### src/sv/bir_pkg.sv
package bir_pkg;

    localparam int MAX_WIDTH  = 256;
    localparam int MAX_HEIGHT = 256;
    localparam int FRAC_BITS  = 16;

    localparam int POS_W      = 8;
    localparam int CH_W       = 8;
    localparam int STEP_W     = 24;
    localparam int SIZE_REG_W = 9;
    localparam int IDX_W      = 2;
    localparam int WGT_W      = 8;
    localparam int WGT_ONE    = 1 << WGT_W;

    localparam int COL_W   = $clog2(MAX_WIDTH);
    localparam int ROW_W   = $clog2(MAX_HEIGHT);
    localparam int XSZ_W   = $clog2(MAX_WIDTH + 1);
    localparam int YSZ_W   = $clog2(MAX_HEIGHT + 1);
    localparam int BANK_AW = (COL_W - 1) + (ROW_W - 1);
    localparam int PROD_W  = POS_W + STEP_W;
    localparam int IP_W    = PROD_W - FRAC_BITS;

    localparam logic [SIZE_REG_W-1:0] WIDTH_RESET  = SIZE_REG_W'(256);
    localparam logic [SIZE_REG_W-1:0] HEIGHT_RESET = SIZE_REG_W'(256);
    localparam logic [STEP_W-1:0]     STEP_RESET   = STEP_W'(65536);

    typedef enum logic [IDX_W-1:0] {
        REG_SOURCE_WIDTH    = 2'd0,
        REG_SOURCE_HEIGHT   = 2'd1,
        REG_HORIZONTAL_STEP = 2'd2,
        REG_VERTICAL_STEP   = 2'd3
    } cfg_reg_t;

    typedef enum logic {
        ACT_LOAD   = 1'b0,
        ACT_SAMPLE = 1'b1
    } action_t;

    typedef struct packed {
        logic [CH_W-1:0] red;
        logic [CH_W-1:0] green;
        logic [CH_W-1:0] blue;
    } rgb_t;

    typedef struct packed {
        rgb_t ul;
        rgb_t ur;
        rgb_t dl;
        rgb_t dr;
    } quad_t;

    typedef struct packed {
        logic             rd_en;
        logic             wr_en;
        logic [COL_W-1:0] col_lo;
        logic [COL_W-1:0] col_hi;
        logic [ROW_W-1:0] row_lo;
        logic [ROW_W-1:0] row_hi;
        logic [COL_W-1:0] wr_col;
        logic [ROW_W-1:0] wr_row;
        rgb_t             wr_data;
    } store_req_t;

    typedef struct packed {
        logic s4;
        logic s5;
    } blend_en_t;

endpackage

### src/sv/bir_blend.sv
module bir_blend
    import bir_pkg::*;
(
    input  logic             clk,
    input  blend_en_t        en,
    input  logic [CH_W-1:0]  ul,
    input  logic [CH_W-1:0]  ur,
    input  logic [CH_W-1:0]  dl,
    input  logic [CH_W-1:0]  dr,
    input  logic [WGT_W-1:0] fx,
    input  logic [WGT_W-1:0] fy,
    output logic [CH_W-1:0]  value
);

    localparam int H_W = CH_W + WGT_W;
    localparam int V_W = H_W + WGT_W;

    logic [WGT_W:0]   fx_inv;
    logic [WGT_W:0]   fy_inv;
    logic [H_W:0]     top_sum;
    logic [H_W:0]     bot_sum;
    logic [V_W:0]     v_sum;
    logic [H_W-1:0]   top_reg;
    logic [H_W-1:0]   bot_reg;
    logic [WGT_W-1:0] fy_reg;
    logic [CH_W-1:0]  value_reg;

    always_comb
    begin
        fx_inv  = (WGT_W + 1)'(WGT_ONE) - {1'b0, fx};
        top_sum = (H_W + 1)'(ul) * (H_W + 1)'(fx_inv) + (H_W + 1)'(ur) * (H_W + 1)'(fx);
        bot_sum = (H_W + 1)'(dl) * (H_W + 1)'(fx_inv) + (H_W + 1)'(dr) * (H_W + 1)'(fx);
        fy_inv  = (WGT_W + 1)'(WGT_ONE) - {1'b0, fy_reg};
        v_sum   = (V_W + 1)'(top_reg) * (V_W + 1)'(fy_inv)
                + (V_W + 1)'(bot_reg) * (V_W + 1)'(fy_reg);
    end

    always_ff @(posedge clk)
    begin
        if (en.s4)
        begin
            top_reg <= top_sum[H_W-1:0];
            bot_reg <= bot_sum[H_W-1:0];
            fy_reg  <= fy;
        end
        if (en.s5)
        begin
            value_reg <= v_sum[2*WGT_W +: CH_W];
        end
    end

    assign value = value_reg;

endmodule

### config.mk
export PLATFORM = sky130hd
export DESIGN_NAME = bir_blend
export DESIGN_NICKNAME = d
export VERILOG_FILES = /design/src/sv/bir_pkg.sv /design/src/sv/bir_blend.sv
export SDC_FILE = /design/constraint.sdc
export NUM_CORES = 1
export LEC_CHECK = 0
export ABC_CLOCK_PERIOD_IN_PS = 14260
export BUFFER_PORTS_ARGS = -buffer_cell sky130_fd_sc_hd__buf_2
export CORE_ASPECT_RATIO = 1.4
export CORE_MARGIN = 8
export CORE_UTILIZATION = 30
export CTS_CLUSTER_SIZE = 25
export DETAILED_ROUTE_END_ITERATION = 12
export GPL_ROUTABILITY_DRIVEN = 0
export RECOVER_POWER = 50
export SETUP_SLACK_MARGIN = 0.2
export SLEW_MARGIN = 20
export SYNTH_ARGS = -nofsm -noshare
export SYNTH_HDL_FRONTEND = slang
export SYNTH_SLANG_ARGS = --single-unit
export TNS_END_PERCENT = 20
### constraint.sdc
create_clock -name clk -period 14.26 [get_ports clk]
set_input_delay 0.713 -clock clk [delete_from_list [all_inputs] [get_ports clk]]
set_output_delay 0.713 -clock clk [all_outputs]
set_load 0.005 [all_outputs]
# Yosys cells after proc, flatten, opt, wreduce, memory -nomap -nowiden
# Cells that the tools add are included.
# Widths: inputs -> output; s select.
# word_totals
ff_bits	48
in_bits	51
elab_cells	15
out_inout_bits	8
# classes
n_mul	6
n_addsub	5
# ops
op	n
$add 16x16->16	2
$mul 8x8->16	2
$mul 8x9->16	2
$add 24x24->24	1
$mul 16x8->24	1
$mul 16x9->24	1
$sub 9x8->9 const A	2

# Depth between registers and ports, before layout
# logic_depth
word_depth	3
depth_mapped	27
ltp_nobuf	24

# Worst setup path after synthesis
# OpenSTA, ideal clock, no wires.
# synth_path
path_kind	input to register
startpoint	in fx[0]
endpoint	reg bot_reg[14] (data pin)
stages	23
required_ns	14.102
setup_slack_ns	7.278
n_path_buf	2
setup_time_ns	0.158
t_arrival_ns	6.824
path_cell_list	clkbuf_1 > inv_1 > ha_1 > or3b_4 > xor2_1 > clkbuf_1 > nand2_1 > fa_1 > fa_1 > inv_1 > fa_1 > fa_1 > fa_1 > inv_1 > fa_1 > inv_1 > ha_1 > inv_1 > o21bai_1 > o311a_1 > o41ai_4 > or4b_1 > o211ai_1
# synth_via
elab_chain_cells	3
word_cells_on_any_way	4
cone_classes	add/sub (2); mul (2)
# synth_lines
element	line	text
from (decl)	bir_blend.sv:10	input logic [WGT_W-1:0] fx,
$sub 9x8->9	bir_blend.sv:30	fx_inv = (WGT_W + 1)'(WGT_ONE) - {1'b0, fx};
$mul 8x9->16	bir_blend.sv:32	bot_sum = (H_W + 1)'(dl) * (H_W + 1)'(fx_inv) + (H_W + 1)'(dr) * (H_W + 1)'(fx);
$add 16x16->16 (*)	bir_blend.sv:32	
via bot_sum[14]	bir_blend.sv:21	logic [H_W:0] bot_sum;
to (signal assigned)	bir_blend.sv:43	bot_reg <= bot_sum[H_W-1:0];
to (decl)	bir_blend.sv:24	logic [H_W-1:0] bot_reg;
# Mark *: on every way through the listed nets, which the timed path passes. The rest lies on a longest branch.
# A chain may end at the register's enable or synchronous reset.

# Final worst setup path
# layout_path
startpoint	reg fy_reg[1]
endpoint	reg value_reg[6] (netlist: value[6]) (data pin)
# layout_via
elab_chain_cells	3
word_cells_on_any_way	4
cone_classes	add/sub (2); mul (2)
# layout_lines
element	line	text
from (decl)	bir_blend.sv:25	logic [WGT_W-1:0] fy_reg;
from (signal assigned)	bir_blend.sv:44	fy_reg <= fy;
$sub 9x8->9	bir_blend.sv:33	fy_inv = (WGT_W + 1)'(WGT_ONE) - {1'b0, fy_reg};
$mul 16x9->24	bir_blend.sv:34	v_sum = (V_W + 1)'(top_reg) * (V_W + 1)'(fy_inv)
$add 24x24->24 (*)	bir_blend.sv:35	+ (V_W + 1)'(bot_reg) * (V_W + 1)'(fy_reg);
via v_sum[22]	bir_blend.sv:22	logic [V_W:0] v_sum;
to (signal assigned)	bir_blend.sv:48	value_reg <= v_sum[2*WGT_W +: CH_W];
to (decl)	bir_blend.sv:26	logic [CH_W-1:0] value_reg;
# Marks and branches as above.

==> impl_metrics.toml <==
[global_route]
grt_pass1_vias = 15400
grt_pass1_wl_microns = 76700
grtUsageTotal_pct = 13.2
grt.overflow.total = 0
antenna_found_initial = 1
grt_max_degree = 41

[floorplan]
initial_core_util_pct = 30.3
ios = 59
row_count = 109
die_w_microns = 229
fp.dieH_microns = 314
design.die.area_sq_um = 72100
core-area_sq_um = 63000

[place]
port_buffers = 58
dp_hpwl_microns = 38800

[timing]
fmax_mhz = 128
finalCritPeriodShare_pct = 54.9
maxSlewHeadroom_pct = -62.1
worst_slew_pin_slew_ns = 2.43
hold_viol = 0
hold_ws_ns = 0.567
setup_viol = 0
drv_slew = 41
finalSetupTns_ns = 0
min_period_ns = 7.83
rsz0062_at_grt = "false"
skew_ns = 0.0118

[critical_path]
critPathMostFrequentCell = "fa_1"
crit_fanout = 18
reg2reg_setup_slack_ns = 6.43
required_ns = 14.33
critical_path_class = "reg2reg"
worstSetupStartpointType = "flip-flop"
cp-end-kind = "flip-flop"
critical-path-max-stage-delay_ns = 0.86
critPathBufInv = 5
cp_slowest_cell = "xor2_1"
arrival_ns = 7.90
cp_cell_sequence = "inv_1, ha_1, nor3b_2, nand2_1, xor2_1, and2_1, fa_1, inv_1, fa_1, fa_1, inv_1, fa_1, fa_1, inv_1, fa_1, inv_1, ha_1, a21oi_1, o21ai_0, o22ai_1, a31oi_1, a22oi_1, nor2b_1, xnor2_1"
crit_family = "adder cells"

[layout]
fillCellCount = 6620
drive_above_1_share_pct = 3.67
final_util_pct = 32.4
num-nets-final = 2743
syn2layout_area_growth_pct = 6.81

[cts]
clkTransAtPathRegs_ns = 0.07
clkLatencyLatePin_ns = 0.32
cts_setup_buffers = 0
cts_hold_buf = 0
htreeDepth = 2
clockBufferDepth = 2
cts_buffers = 5
cts_root_buffer = "clkbuf_16"
cts_tree = "yes"
cts.sinks = 48
post_cts_resized = 0

[synth]
synth-async-reset-ratio_pct = 0
synthFlopType = "edfxtp_1"
synth_common_cells = "562 x inv_1, 422 x fa_1, 290 x and2_1"
ys.warnings.count = 0
syn-num-nets = 2739
synth.distinct_cells = 50
synthTopCellsByArea = "fa_1 44%, ha_1 13%, inv_1 11%"
ys_seq_elements = 48
netlist_area_sq_um = 19100
synth_top_cell_by_area = "fa_1"
synth_top_area_share_pct = 44.3
ys_seq_area_share_pct = 7.55
synth_edf_count = 48
syn_inst = 2065
syn_area_per_cell_sq_um = 9.24
yosysMostFrequentCell = "inv_1"

[outcome]
status = "complete, but fails checks"
violations = "capacitance limit, slew limit"

[detailed_routing]
wl_per_cell_microns = 15.7
routed_wirelength_microns = 45500
viasPerCell = 4.55
vias = 13200
drt_iter0_drc = 497
drc = 0
ant_nets = 0
firstDrtPassIters = 6

[worst_hold_path]
hp-class = "in2reg"

[run]
cap_violations = 1
## worst register-to-register path, cell delays in order (launching register included)
cell and delay, ns:
edfxtp_1 0.76, inv_1 0.12, ha_1 0.23, nor3b_2 0.18, nand2_1 0.11, xor2_1 0.86
and2_1 0.27, fa_1 0.45, inv_1 0.09, fa_1 0.44, fa_1 0.52, inv_1 0.06
fa_1 0.49, fa_1 0.50, inv_1 0.05, fa_1 0.47, inv_1 0.04, ha_1 0.32
a21oi_1 0.08, o21ai_0 0.32, o22ai_1 0.16, a31oi_1 0.54, a22oi_1 0.20, nor2b_1 0.20
xnor2_1 0.12
## per-layer routing
layer / GRT usage [%] / up-vias / wire length [microns]
li1: - / 6007 / -
met1: 14.3 / 6762 / 17100
met2: 25.5 / 327 / 24700
met3: 1.35 / 105 / 1720
met4: 5.70 / 0 / 1980
met5: 0 / - / 0
## final cells by class
| class | count | area [sq um] | area share [%] |
|---|---|---|---|
| Tap cell | 832 | 1040 | 5.11 |
| Inverter | 562 | 2110 | 10.3 |
| Clock buffer | 5 | 125 | 0.614 |
| Sequential cell | 48 | 1440 | 7.07 |
| Multi-Input combinational cell | 1381 | 15300 | 74.8 |
| Timing Repair Buffer | 71 | 369 | 1.81 |
| Clock inverter | 3 | 42.5 | 0.209 |
| Antenna cell | 1 | 2.50 | 0.0123 |
## cells in the final DEF (no fill, tap or decap), types with 7 or more instances in the layout
| cell | Yosys | routed |
|---|---|---|
| xor2_1 | 16 | 16 |
| edfxtp_1 | 48 | 48 |
| nand2_1 | 264 | 264 |
| ha_1 | 201 | 201 |
| nor3_1 | 8 | 8 |
| nor2_1 | 16 | 16 |
| a21o_1 | 15 | 15 |
| buf_4 | 0 | 13 |
| fa_1 | 422 | 422 |
| o21ai_0 | 13 | 13 |
| and2_1 | 290 | 290 |
| a211oi_1 | 7 | 7 |
| buf_2 | 2 | 43 |
| xnor2_1 | 40 | 39 |
| a21oi_1 | 23 | 23 |
| inv_1 | 562 | 562 |
| clkbuf_1 | 53 | 15 |
## kinds of logic after synthesis
logic type	synth area share (%)
buffers and inverters	12.6
adder cells (fa/ha/maj)	57.4
AND/OR/NAND/NOR	16.5
AO/OA/AOI/OAI	3.12
XOR/XNOR	2.74
flip-flops	7.55
multiplexers	0.0524
## path summary, 6_finish.rpt
check | start | end | cells after the start
min reg2reg | top_reg[15] | value[7] | 3
max | fy_reg[1] | value[6] | 24
min | fy[5] | fy_reg[5] | 1
max reg2reg | fy_reg[1] | value[6] | 24
## through the flow
stage,cells,area (sq um),setup WS (ns)
6_report,2903,20400,6.43
5_1_grt,2902,20400,5.92
4_1_cts,2902,20400,6.43
3_5_place_dp,2894,20200,6.46
3_3_place_gp,2894,20200,6.56
2_1_floorplan,2065,19100,7.28
Power is not shown: default switching activity piles up to over one toggle a cycle in this logic, so the estimate is an artifact.
